[config.mk]
export PLATFORM = sky130hd
export DESIGN_NAME = matrix_multiply_transpose_core_flat
export DESIGN_NICKNAME = d
export VERILOG_FILES = /design/src/hw/rtl/mmt_pkg.sv /design/src/hw/rtl/mmt_if.sv /design/src/hw/rtl/matrix_multiply_transpose_core.sv /design/src/hw/rtl/mmt_ram.sv /design/src/hw/rtl/mmt_mac.sv /design/src/hw/rtl/mmt_seq.sv /design/src/flat_wrapper.sv
export SDC_FILE = /design/constraint.sdc
export NUM_CORES = 2
export LEC_CHECK = 0
export ABC_AREA = 1
export BUFFER_PORTS_ARGS = -buffer_cell sky130_fd_sc_hd__buf_2
export CAP_MARGIN = 20
export CORE_ASPECT_RATIO = 1.4
export CORE_MARGIN = 2
export CORE_UTILIZATION = 49
export DETAILED_ROUTE_END_ITERATION = 16
export GPL_ROUTABILITY_DRIVEN = 0
export HOLD_SLACK_MARGIN = 0.06
export PLACE_DENSITY_LB_ADDON = 0.08
export SLEW_MARGIN = 40
export SYNTH_ARGS = -nofsm -noshare
export SYNTH_HDL_FRONTEND = slang
export SYNTH_HIERARCHICAL = 1
export SYNTH_SLANG_ARGS = --single-unit
export TNS_END_PERCENT = 50
[constraint.sdc]
create_clock -name clk -period 17.6 [get_ports clk]
set_input_delay 3.52 -clock clk [delete_from_list [all_inputs] [get_ports clk]]
set_output_delay 3.52 -clock clk [all_outputs]
set_load 0.02 [all_outputs]
[src/hw/rtl/mmt_pkg.sv]
// Shared types and constants for the matrix multiply block.
// Used by the channel interfaces, the sequencer, the multiply-accumulate unit
// and the top level. Depends on nothing.
package mmt_pkg;

  localparam int DEF_MAX_DIM    = 8;
  localparam int DEF_ELEM_WIDTH = 16;

  localparam int OP_W       = 2;
  localparam int IDX_W      = 3;
  localparam int DIM_W      = 4;
  localparam int CFG_IDX_W  = 3;
  localparam int CFG_DATA_W = 4;

  typedef enum logic [OP_W-1:0] {
    OP_WRITE_A = 2'd0,
    OP_WRITE_B = 2'd1,
    OP_COMPUTE = 2'd2
  } op_t;

  typedef enum logic [CFG_IDX_W-1:0] {
    CFG_ROWS_M      = 3'd0,
    CFG_COLS_N      = 3'd1,
    CFG_INNER_K     = 3'd2,
    CFG_TRANSPOSE_A = 3'd3,
    CFG_TRANSPOSE_B = 3'd4
  } cfg_idx_t;

  typedef enum logic [1:0] {
    S_IDLE,
    S_ISSUE,
    S_DRAIN,
    S_EMIT
  } seq_state_t;

  typedef struct packed {
    logic valid;
    logic first;
    logic last;
  } mac_ctl_t;

endpackage

[src/hw/rtl/mmt_if.sv]
// Request and result channel interfaces of the matrix multiply block.
// Depends on mmt_pkg for field widths.
interface mmt_item_if import mmt_pkg::*; #(
  parameter int ELEM_WIDTH = DEF_ELEM_WIDTH
) ();
  logic                         valid;
  logic                         ready;
  logic [OP_W-1:0]              operation;
  logic [IDX_W-1:0]             row_index;
  logic [IDX_W-1:0]             col_index;
  logic signed [ELEM_WIDTH-1:0] element;

  modport source(output valid, operation, row_index, col_index, element, input ready);
  modport sink(input valid, operation, row_index, col_index, element, output ready);
endinterface

interface mmt_result_if import mmt_pkg::*; #(
  parameter int OUT_WIDTH = 2 * DEF_ELEM_WIDTH + $clog2(DEF_MAX_DIM)
) ();
  logic                        valid;
  logic                        ready;
  logic [IDX_W-1:0]            out_row;
  logic [IDX_W-1:0]            out_col;
  logic signed [OUT_WIDTH-1:0] out_value;
  logic                        last;

  modport source(output valid, out_row, out_col, out_value, last, input ready);
  modport sink(input valid, out_row, out_col, out_value, last, output ready);
endinterface

[src/hw/rtl/matrix_multiply_transpose_core.sv]
// Top level of the matrix multiply block with optional operand transposition.
// Depends on mmt_pkg, mmt_if, mmt_ram, mmt_mac and mmt_seq.
//
//   Channel   Direction  Handshake          Contents
//   item      in         valid/ready        operation, row_index, col_index, element
//   result    out        valid/ready        out_row, out_col, out_value, last
//   cfg       in         cfg_we only        cfg_index, cfg_data
//
// A write request is stored in the operand RAM as soon as it is accepted.
// A compute request emits m*n results; for each, the sequencer issues k products
// to the shared multiply-accumulate unit, waits for the RAM read, product and
// accumulate registers, then emits the result when the result channel has room.
// The request channel is not ready while a compute runs.
// Reset is synchronous; the operand stores are not cleared.
// A stalled result holds in the output register and pauses the sequencer.
module matrix_multiply_transpose_core import mmt_pkg::*; #(
  parameter int MAX_DIM    = DEF_MAX_DIM,
  parameter int ELEM_WIDTH = DEF_ELEM_WIDTH
) (
  input  logic                  clk,
  input  logic                  rst,
  input  logic                  cfg_we,
  input  logic [CFG_IDX_W-1:0]  cfg_index,
  input  logic [CFG_DATA_W-1:0] cfg_data,
  mmt_item_if.sink              item,
  mmt_result_if.source          result
);

  localparam int DEPTH     = MAX_DIM * MAX_DIM;
  localparam int AW        = (DEPTH > 1) ? $clog2(DEPTH) : 1;
  localparam int OUT_WIDTH = 2 * ELEM_WIDTH + $clog2(MAX_DIM);

  function automatic logic [DIM_W-1:0] clamp_dim(input logic [DIM_W-1:0] d);
    if (d == '0) begin
      return DIM_W'(1);
    end else if (d > DIM_W'(MAX_DIM)) begin
      return DIM_W'(MAX_DIM);
    end
    return d;
  endfunction

  logic [DIM_W-1:0]             rows_m, cols_n, inner_k;
  logic                         transpose_a, transpose_b;
  logic                         accept, start, in_range, we_a, we_b;
  logic [AW-1:0]                waddr, addr_a, addr_b;
  logic [ELEM_WIDTH-1:0]        rdata_a, rdata_b;
  logic                         busy, done, emit, slot_free, last_elem;
  logic [IDX_W-1:0]             row, col;
  mac_ctl_t                     ctl;
  logic signed [OUT_WIDTH-1:0]  acc;
  logic                         out_valid;
  logic [IDX_W-1:0]             out_row, out_col;
  logic signed [OUT_WIDTH-1:0]  out_value;
  logic                         out_last;

  always_ff @(posedge clk) begin
    if (rst) begin
      rows_m      <= DIM_W'(8);
      cols_n      <= DIM_W'(8);
      inner_k     <= DIM_W'(8);
      transpose_a <= 1'b0;
      transpose_b <= 1'b0;
    end else if (cfg_we) begin
      unique case (cfg_index)
        CFG_ROWS_M:      rows_m      <= cfg_data[DIM_W-1:0];
        CFG_COLS_N:      cols_n      <= cfg_data[DIM_W-1:0];
        CFG_INNER_K:     inner_k     <= cfg_data[DIM_W-1:0];
        CFG_TRANSPOSE_A: transpose_a <= cfg_data[0];
        CFG_TRANSPOSE_B: transpose_b <= cfg_data[0];
        default: ;
      endcase
    end
  end

  assign item.ready = !busy;
  assign accept     = item.valid && item.ready;
  assign start      = accept && item.operation == OP_COMPUTE;
  assign in_range   = ({1'b0, item.row_index} < DIM_W'(MAX_DIM))
                   && ({1'b0, item.col_index} < DIM_W'(MAX_DIM));
  assign we_a       = accept && in_range && item.operation == OP_WRITE_A;
  assign we_b       = accept && in_range && item.operation == OP_WRITE_B;
  assign waddr      = AW'(int'(item.row_index) * MAX_DIM + int'(item.col_index));

  mmt_ram #(.WIDTH(ELEM_WIDTH), .DEPTH(DEPTH)) u_store_a (
    .clk  (clk),
    .we   (we_a),
    .waddr(waddr),
    .wdata(item.element),
    .raddr(addr_a),
    .rdata(rdata_a)
  );

  mmt_ram #(.WIDTH(ELEM_WIDTH), .DEPTH(DEPTH)) u_store_b (
    .clk  (clk),
    .we   (we_b),
    .waddr(waddr),
    .wdata(item.element),
    .raddr(addr_b),
    .rdata(rdata_b)
  );

  mmt_seq #(.MAX_DIM(MAX_DIM)) u_seq (
    .clk      (clk),
    .rst      (rst),
    .start    (start),
    .dim_m    (clamp_dim(rows_m)),
    .dim_n    (clamp_dim(cols_n)),
    .dim_k    (clamp_dim(inner_k)),
    .trans_a  (transpose_a),
    .trans_b  (transpose_b),
    .done     (done),
    .slot_free(slot_free),
    .busy     (busy),
    .addr_a   (addr_a),
    .addr_b   (addr_b),
    .ctl      (ctl),
    .emit     (emit),
    .row      (row),
    .col      (col),
    .last_elem(last_elem)
  );

  mmt_mac #(.ELEM_WIDTH(ELEM_WIDTH), .OUT_WIDTH(OUT_WIDTH)) u_mac (
    .clk (clk),
    .rst (rst),
    .ctl (ctl),
    .a   (signed'(rdata_a)),
    .b   (signed'(rdata_b)),
    .acc (acc),
    .done(done)
  );

  assign slot_free = !out_valid || result.ready;

  always_ff @(posedge clk) begin
    if (rst) begin
      out_valid <= 1'b0;
    end else if (emit) begin
      out_valid <= 1'b1;
    end else if (result.ready) begin
      out_valid <= 1'b0;
    end
  end

  always_ff @(posedge clk) begin
    if (emit) begin
      out_row   <= row;
      out_col   <= col;
      out_value <= acc;
      out_last  <= last_elem;
    end
  end

  assign result.valid     = out_valid;
  assign result.out_row   = out_row;
  assign result.out_col   = out_col;
  assign result.out_value = out_value;
  assign result.last      = out_last;

endmodule

[src/hw/rtl/mmt_ram.sv]
// Generic single-write, single-read RAM with a registered read port.
// Holds one operand matrix. Depends on nothing.
module mmt_ram #(
  parameter int WIDTH = 16,
  parameter int DEPTH = 64,
  localparam int AW   = (DEPTH > 1) ? $clog2(DEPTH) : 1
) (
  input  logic             clk,
  input  logic             we,
  input  logic [AW-1:0]    waddr,
  input  logic [WIDTH-1:0] wdata,
  input  logic [AW-1:0]    raddr,
  output logic [WIDTH-1:0] rdata
);

  logic [WIDTH-1:0] mem [DEPTH];

  always_ff @(posedge clk) begin
    if (we) begin
      mem[waddr] <= wdata;
    end
    rdata <= mem[raddr];
  end

endmodule

[src/hw/rtl/mmt_mac.sv]
// Shared multiply-accumulate unit: a registered product followed by an accumulator.
// Depends on mmt_pkg for the control struct.
module mmt_mac import mmt_pkg::*; #(
  parameter int ELEM_WIDTH = DEF_ELEM_WIDTH,
  parameter int OUT_WIDTH  = 2 * DEF_ELEM_WIDTH + $clog2(DEF_MAX_DIM)
) (
  input  logic                         clk,
  input  logic                         rst,
  input  mac_ctl_t                     ctl,
  input  logic signed [ELEM_WIDTH-1:0] a,
  input  logic signed [ELEM_WIDTH-1:0] b,
  output logic signed [OUT_WIDTH-1:0]  acc,
  output logic                         done
);

  mac_ctl_t                       ctl_prod;
  logic signed [2*ELEM_WIDTH-1:0] prod;

  always_ff @(posedge clk) begin
    if (rst) begin
      ctl_prod <= '0;
      done     <= 1'b0;
    end else begin
      ctl_prod <= ctl;
      done     <= ctl_prod.valid && ctl_prod.last;
    end
  end

  always_ff @(posedge clk) begin
    prod <= a * b;
    if (ctl_prod.valid) begin
      acc <= ctl_prod.first ? OUT_WIDTH'(prod) : acc + OUT_WIDTH'(prod);
    end
  end

endmodule

[src/hw/rtl/mmt_seq.sv]
// Sequencer that walks the result matrix and the inner dimension, drives the
// operand store addresses and tags each product for the accumulator. Depends on mmt_pkg.
module mmt_seq import mmt_pkg::*; #(
  parameter int MAX_DIM = DEF_MAX_DIM,
  localparam int DEPTH  = MAX_DIM * MAX_DIM,
  localparam int AW     = (DEPTH > 1) ? $clog2(DEPTH) : 1
) (
  input  logic             clk,
  input  logic             rst,
  input  logic             start,
  input  logic [DIM_W-1:0] dim_m,
  input  logic [DIM_W-1:0] dim_n,
  input  logic [DIM_W-1:0] dim_k,
  input  logic             trans_a,
  input  logic             trans_b,
  input  logic             done,
  input  logic             slot_free,
  output logic             busy,
  output logic [AW-1:0]    addr_a,
  output logic [AW-1:0]    addr_b,
  output mac_ctl_t         ctl,
  output logic             emit,
  output logic [IDX_W-1:0] row,
  output logic [IDX_W-1:0] col,
  output logic             last_elem
);

  seq_state_t       state, state_next;
  logic [IDX_W-1:0] i, i_next;
  logic [IDX_W-1:0] j, j_next;
  logic [IDX_W-1:0] p, p_next;
  logic [DIM_W-1:0] m_q, n_q, k_q;
  logic             ta_q, tb_q;
  logic             i_last, j_last, p_last;

  assign i_last    = DIM_W'(i) == m_q - DIM_W'(1);
  assign j_last    = DIM_W'(j) == n_q - DIM_W'(1);
  assign p_last    = DIM_W'(p) == k_q - DIM_W'(1);
  assign last_elem = i_last && j_last;
  assign busy      = state != S_IDLE;
  assign row       = i;
  assign col       = j;

  assign addr_a = ta_q ? AW'(int'(p) * MAX_DIM + int'(i)) : AW'(int'(i) * MAX_DIM + int'(p));
  assign addr_b = tb_q ? AW'(int'(j) * MAX_DIM + int'(p)) : AW'(int'(p) * MAX_DIM + int'(j));

  always_ff @(posedge clk) begin
    if (rst) begin
      state <= S_IDLE;
      ctl   <= '0;
    end else begin
      state     <= state_next;
      ctl.valid <= state == S_ISSUE;
      ctl.first <= p == '0;
      ctl.last  <= p_last;
    end
  end

  always_ff @(posedge clk) begin
    i <= i_next;
    j <= j_next;
    p <= p_next;
    if (start && state == S_IDLE) begin
      m_q  <= dim_m;
      n_q  <= dim_n;
      k_q  <= dim_k;
      ta_q <= trans_a;
      tb_q <= trans_b;
    end
  end

  always_comb begin
    state_next = state;
    i_next     = i;
    j_next     = j;
    p_next     = p;
    emit       = 1'b0;
    unique case (state)
      S_IDLE: begin
        if (start) begin
          state_next = S_ISSUE;
          i_next     = '0;
          j_next     = '0;
          p_next     = '0;
        end
      end
      S_ISSUE: begin
        if (p_last) begin
          state_next = S_DRAIN;
        end else begin
          p_next = p + IDX_W'(1);
        end
      end
      S_DRAIN: begin
        if (done) begin
          state_next = S_EMIT;
        end
      end
      S_EMIT: begin
        if (slot_free) begin
          emit   = 1'b1;
          p_next = '0;
          if (last_elem) begin
            state_next = S_IDLE;
          end else begin
            state_next = S_ISSUE;
            if (j_last) begin
              j_next = '0;
              i_next = i + IDX_W'(1);
            end else begin
              j_next = j + IDX_W'(1);
            end
          end
        end
      end
      default: state_next = S_IDLE;
    endcase
  end

`ifndef SYNTH
  a_start_idle: assert property (@(posedge clk) disable iff (rst)
    start |-> state == S_IDLE)
    else $error("Compute request started while the sequencer was busy.");

  a_done_drain: assert property (@(posedge clk) disable iff (rst)
    done |-> state == S_DRAIN)
    else $error("Accumulator finished outside the drain wait.");

  a_p_bound: assert property (@(posedge clk) disable iff (rst)
    state == S_ISSUE |-> DIM_W'(p) < k_q)
    else $error("Inner index ran past the inner dimension.");

  a_last_idle: assert property (@(posedge clk) disable iff (rst)
    (state == S_EMIT && slot_free && last_elem) |=> state == S_IDLE)
    else $error("Sequencer did not return to idle after the final element.");
`endif

endmodule

[src/flat_wrapper.sv]
// flat-port wrapper written by rule: the top's interface ports become plain ports
module matrix_multiply_transpose_core_flat import mmt_pkg::*;
#(
  parameter int MAX_DIM    = DEF_MAX_DIM,
  parameter int ELEM_WIDTH = DEF_ELEM_WIDTH
)
  (clk, rst, cfg_we, cfg_index, cfg_data, item_valid, item_operation, item_row_index, item_col_index, item_element, item_ready, result_valid, result_out_row, result_out_col, result_out_value, result_last, result_ready);
  mmt_item_if #(.ELEM_WIDTH(ELEM_WIDTH)) item_i ();
  mmt_result_if result_i ();
  input  logic clk;
  input  logic rst;
  input  logic cfg_we;
  input  logic [CFG_IDX_W-1:0] cfg_index;
  input  logic [CFG_DATA_W-1:0] cfg_data;
  input wire logic [$bits(item_i.valid)-1:0] item_valid;
  input wire logic [$bits(item_i.operation)-1:0] item_operation;
  input wire logic [$bits(item_i.row_index)-1:0] item_row_index;
  input wire logic [$bits(item_i.col_index)-1:0] item_col_index;
  input wire logic [$bits(item_i.element)-1:0] item_element;
  output wire logic [$bits(item_i.ready)-1:0] item_ready;
  output wire logic [$bits(result_i.valid)-1:0] result_valid;
  output wire logic [$bits(result_i.out_row)-1:0] result_out_row;
  output wire logic [$bits(result_i.out_col)-1:0] result_out_col;
  output wire logic [$bits(result_i.out_value)-1:0] result_out_value;
  output wire logic [$bits(result_i.last)-1:0] result_last;
  input wire logic [$bits(result_i.ready)-1:0] result_ready;
  assign item_i.valid = item_valid;
  assign item_i.operation = item_operation;
  assign item_i.row_index = item_row_index;
  assign item_i.col_index = item_col_index;
  assign item_i.element = item_element;
  assign item_ready = item_i.ready;
  assign result_valid = result_i.valid;
  assign result_out_row = result_i.out_row;
  assign result_out_col = result_i.out_col;
  assign result_out_value = result_i.out_value;
  assign result_last = result_i.last;
  assign result_i.ready = result_ready;
  matrix_multiply_transpose_core #(.MAX_DIM(MAX_DIM), .ELEM_WIDTH(ELEM_WIDTH)) u_core (.clk(clk), .rst(rst), .cfg_we(cfg_we), .cfg_index(cfg_index), .cfg_data(cfg_data), .item(item_i), .result(result_i));
endmodule
Word level (Yosys, flattened, before mapping)
Memory sizes are Yosys's and may differ from the RTL's. A register that Yosys moved wholly into a read port is not among the register bits.
Cells that the tools add are included.
- register bits: 156
- latch bits: 0
- memory bits (writable): 2048
- memory bits (read-only): 0
- input port bits: 36
- output and inout bits: 44
- logic and storage cells: 139
- memories: 2
- add/sub/neg operators: 12
- multiply operators: 1
- div/mod/pow operators: 0
- order comparisons: 3
- equality and inequality tests: 19
- shift-type cells: 0
- multiplexer cells: 44
- bitwise logic cells: 0
- reduce and logical (&&, ||, !) cells: 30
- memory list (name ; words ; bits a word ; rd ports ; clocked after memory_dff ; write ports ; line ; RTL):
    u_core.u_store_a.mem ; 64 ; 16 ; 1 ; 1 ; 1 ; mmt_ram.sv:16 ; logic [WIDTH-1:0] mem [DEPTH];
    u_core.u_store_b.mem ; 64 ; 16 ; 1 ; 1 ; 1 ; mmt_ram.sv:16 ;
- operators by type and width (operator ; count):
    4-bit 2-to-1 mux ; 9
    35-bit by 32-bit adder with 35-bit output ; 1
    35-bit 2-to-1 mux ; 1
    16-bit by 16-bit multiplier with 32-bit output ; 1
    6-bit by 3-bit adder with 6-bit output ; 5
    3-bit 2-to-1 mux ; 9
    1-bit 2-to-1 mux ; 15
    3-bit by 4-bit equality test with 1-bit output ; 3
    4-bit greater-than comparator, second input constant ; 3
    4-bit zero test ; 3
    6-bit 2-to-1 mux ; 2
    2-bit != test, second input constant ; 6
    3-bit one-hot mux with 2 select lines ; 2
    4-bit AND reduction ; 3
    4-bit by 1-bit subtractor with 4-bit output, second input constant ; 3
    2-bit AND reduction ; 5
    3-bit by 1-bit adder with 3-bit output, second input constant ; 3
    3-bit one-hot mux with 3 select lines ; 1
    2-bit 2-to-1 mux ; 4
    2-bit one-hot mux with 4 select lines ; 1
    1-bit logical AND ; 7
    2-bit equality test, second input constant ; 3
    3-bit by 2-bit equality test with 1-bit output, second input constant ; 2
    3-bit zero test ; 2
    10 further kinds ; 15

Depth between registers and ports, before layout
- depth after elaboration: 6
- depth in mapped cells: 26
- depth with buffers taken out: 24

Cells and area by module
The synthesis kept the hierarchy.
- by module, submodules not included (module ; times used ; cells an instance ; area each (µm²) ; seq. area each (µm²)):
    mmt_ram ; 2 ; 3517 ; 42099.1 ; 31069.8
    mmt_mac ; 1 ; 2054 ; 15277.2 ; 1771.7
    matrix_multiply_transpose_core ; 1 ; 162 ; 2021.9 ; 1561.5
    mmt_seq ; 1 ; 190 ; 1632.8 ; 790.8

Least setup slack after synthesis
Ideal clock, no wire load.
- path type: input port to flip-flop
- start: input item_operation[0]
- end: memory u_core.u_store_b.mem[48][0] (enable)
- setup time: 0.431 ns
- arrival time: 5.864 ns
- required time: 17.169 ns
- path slack: 11.305 ns
- cell stages on the path: 5
- path buffers: 1
- cells stage by stage: inv_1 -> nor3_1 -> clkbuf_1 -> nand4_1 -> nor4_1
- cells in the longest elaborated chain, start to end: 4
- ends and longest elaborated chain (item ; line ; RTL):
    from (decl) ; flat_wrapper.sv:16 ; input wire logic [$bits(item_i.operation)-1:0] item_operation;
    2-bit by 1-bit equality test with 1-bit output ; matrix_multiply_transpose_core.sv:81 ; assign we_b = accept && in_range && item.operation == OP_WRITE_B;
    1-bit logical AND ; matrix_multiply_transpose_core.sv:81 ;
    named net u_core.we_b ; matrix_multiply_transpose_core.sv:44 ; logic accept, start, in_range, we_a, we_b;
    1-bit 2-to-1 mux ; mmt_ram.sv:19 ; if (we) begin
    1-bit 2-to-1 mux (not written as such) ; mmt_ram.sv:20 ; mem[waddr] <= wdata;
    to (decl) ; mmt_ram.sv:16 ;
The timed path passes the listed nets, and every way through them passes these cells.

Worst setup path after layout
- start: register u_core.u_store_a.rdata[15], read port of u_core.u_store_a.mem
- end: register u_core.u_mac.prod[31]
- cells in the longest elaborated chain, start to end: 1
- ends and longest elaborated chain (item ; line ; RTL):
    from (decl) ; mmt_ram.sv:13 ; output logic [WIDTH-1:0] rdata
    16-bit by 16-bit multiplier with 32-bit output ; mmt_mac.sv:30 ; prod <= a * b;
    to (signal assigned) ; mmt_mac.sv:30 ;
    to (decl) ; mmt_mac.sv:17 ; logic signed [2*ELEM_WIDTH-1:0] prod;
No other way between the ends.
A chain may end at the register's enable or synchronous reset.

==> impl_metrics.tcl <==
set metrics [dict create \
    status "finished, final reports clean" \
    synth-seq-cells 2236 \
    cts_buffers 219 \
    clkLatencyLatePin_ns 0.87 \
    vias_per_cell 5.553 \
    cp_data_required_time_ns 18.30 \
    drc_errors 0 \
    drt_iter0_markers 6224 \
    critical_path.max_stage_delay_ns 0.90 \
    cap_viol_max_count 0 \
    synth_area_sq_um 103100 \
    yosys_most_used_dff "edfxtp_1" \
    r2r-start "u_core/u_store_a/rdata[15]$_DFF_P_" \
    reg2reg_depth 17 \
    synth_area_per_cell_sq_um 10.92 \
    start_util_pct 49.19 \
    crit_path_start_kind "flop" \
    antenna_found_initial 12 \
    period_share_pct 36.35 \
    cts_sinks 2236 \
    num_vias 68952 \
    ant_nets 0 \
    wl_per_cell_um 23.35 \
    cp_cell_sequence "nand2_1 > fa_1 > inv_1 > fa_1 > inv_1 > fa_1 > fa_1 > fa_1 > fa_1 > inv_1 > ha_1 > a21oi_1 > o21ai_0 > a21oi_1 > o21ai_0 > o21ai_0 > nand2_1" \
    grt_overflow 0 \
    clockBufferDepth 4 \
    wl_mm 289.9 \
    cp_top_family "adder cells" \
    clock-skew-final_ns 0.06340 \
    holdPathStages 2 \
    rrSetupSlack_ns 11.20 \
    io_pins 80 \
    min_to "u_core/u_mac/ctl_prod[2]$_SDFF_PP0_" \
    cp-end-kind "flop" \
    drive_gt1_share_pct 7.574 \
    synth_cell_types 46 \
    path_common_cell "fa_1" \
    hpwl_mm 177.5 \
    core_sq_um 209600 \
    fin_nets 9856 \
    fin_crit_ns 6.397 \
    grt_pass1_wl_mm 433.5 \
    reg2reg_to "u_core/u_mac/prod[31]$_DFF_P_" \
    crit_fanout 16 \
    synth_edf_count 2148 \
    h-tree-depth 4 \
    cts_root_buf "clkbuf_16" \
    postCtsHoldBufs 0 \
    clk_pin_slew_ns 0.06 \
    yosysWarnings 6 \
    yosysSeqAreaShare_pct 64.25 \
    cts_setup_buffers 0 \
    cp_slowest_cell "fa_1" \
    slew_viol_final 0 \
    mappedNetlistNets 9867 \
    final-hold-violation-count 0 \
    row_count 199 \
    worstSetupPathType "flop to flop" \
    first_pass_iters 6 \
    cts_tree "yes" \
    max_freq_mhz 156.3 \
    grt_max_degree 205 \
    ys_async_sr_fraction_pct 0 \
    postSynthCellCount 9440 \
    rsz0062_at_grt "no" \
    tns_ns 0 \
    max_slew_margin_pct 33.59 \
    track_usage_pct 26.91 \
    worst_slew_pin_slew_ns 0.9932 \
    numPortBuffers 79 \
    die_h_um 546.8 \
    area_delta_synth_final_pct 9.573 \
    finalSetupViolCount 0 \
    arrival_ns 7.10 \
    cts_resized 0 \
    hp-start "u_core/u_seq/ctl[2]$_SDFF_PP0_" \
    grt_pass1_vias 67867 \
    cp.buffers_inverters 3 \
    hp-class "flop to flop" \
    die_area_sq_um 214200 \
    die_w_um 391.7 \
]
[worst register-to-register path: cells and delay by family, from the launching register on]
kind                       cells  cell delay, ns
adders and majority gates      7            4.01
AOI/OAI and AO/OA              5            0.85
DFF                            1            0.72
buffers and inverters          3            0.34
and+or+nand+nor                2            0.33
[how the worst max path moves through the flow]
stage                                                   from                                    end  slack [ns]  cells past startpoint
after detailed placement  u_core/u_store_a/rdata[15]$_DFF_P_          u_core/u_mac/prod[31]$_DFF_P_       11.24                     20
final                     u_core/u_store_a/rdata[15]$_DFF_P_          u_core/u_mac/prod[31]$_DFF_P_       11.20                     17
after global routing      u_core/u_store_a/rdata[15]$_DFF_P_          u_core/u_mac/prod[31]$_DFF_P_       10.81                     17
after floorplan                            item_operation[0]  u_core/u_store_b/mem[48][0]$_DFFE_PP_       11.31                      5
after global placement                     item_operation[0]  u_core/u_store_b/mem[17][6]$_DFFE_PP_       11.16                      6
after CTS                 u_core/u_store_a/rdata[15]$_DFF_P_          u_core/u_mac/prod[31]$_DFF_P_       11.19                     20
[routing by layer]
layer	track usage, %	routed length [um]	vias to the layer above	share of wire [%]
met2	45.33	142700	2212	49
li1	-	-	31885	-
met3	3.451	16600	505	5.7
met1	35.02	117300	34344	40
met5	0	41	-	0.014
met4	11.65	13300	6	4.6
[flip-flops by register name, summed over array words and instances (netlist names), 16 cells and up]
register and cells:
u_core/u_mac/prod 32, u_core/u_mac/acc 35, u_core/u_store_b/rdata 16, u_core/u_store_a/mem 1024, u_core/u_store_a/rdata 16, u_core/u_store_b/mem 1024, u_core/result.out_value 35
[synthesized netlist by cell type (12+ instances only)]
cell type,count,area share [%]
xnor2_1,19,0.16
nand2_2,13,0.079
buf_1,35,0.13
inv_1,617,2.2
a21oi_1,68,0.33
xor2_1,26,0.22
edfxtp_1,2148,63
inv_2,14,0.051
o21ai_0,44,0.21
buf_6,98,1.1
nor4_1,18,0.11
nand4_1,38,0.23
nor2_2,12,0.073
ha_1,128,1.6
fa_1,263,5.1
nor2_1,266,0.97
nand3_1,1818,8.8
buf_4,38,0.28
nand2_1,3235,12
dfxtp_1,88,1.7
buf_2,228,1.1
clkbuf_1,119,0.43
[layout by cell type (no fill, tap or decap), types with 19 or more instances in the layout]
master / count
nand3_1: 1818
nand4_1: 38
o21ai_0: 34
xor2_1: 26
bufinv_16: 19
clkbuf_16: 222
buf_2: 63
clkinv_1: 38
edfxtp_1: 2148
buf_6: 27
ha_1: 128
clkinv_2: 43
a21oi_1: 66
nand2_1: 3235
fa_1: 263
nor2_2: 19
buf_4: 188
xnor2_1: 19
inv_1: 613
dfxtp_1: 83
nor2_1: 255
clkbuf_1: 45
[cell type report]
cell class / count / area [sq um]
tap: 2814 / 3521
timing repair buffer: 288 / 2261
clock inverter: 116 / 1085
inverter: 634 / 2441
antenna: 6 / 15.01
sequential: 2236 / 66270
clock buffer: 274 / 5814
multi-input combinational: 6050 / 31590
fill: 18342 / 96650
[through the flow]
step	setup WS, ns	util, %	hold slack, ns	instance area (sq um)	std cells
after floorplan	11.31	-	0.3883	103100	9440
after global placement	11.16	50.49	0.3817	105800	12018
after detailed placement	11.24	50.52	0.3819	105900	12018
after CTS	11.19	53.81	0.3913	112800	12408
after global routing	10.81	53.90	0.4101	113000	12414
final	11.20	53.90	0.3909	113000	12418
[kinds of logic (layout without fill, tap and decap cells)]
kind of cell    count (synthesis)  count (layout)  synth area share (%)
xor+xnor                       45              45                0.3822
buf+inv                      1154            1312                 5.366
flops                        2236            2236                 64.25
compound gates                158             158                0.8662
fa+ha+maj                     391             391                 6.658
simple gates                 5456            5456                 22.47
other cells                     0               6                     0
Power is left out: the tool's default activity adds up to more than one toggle a clock period on the data nets, which glitch-free logic cannot reach.
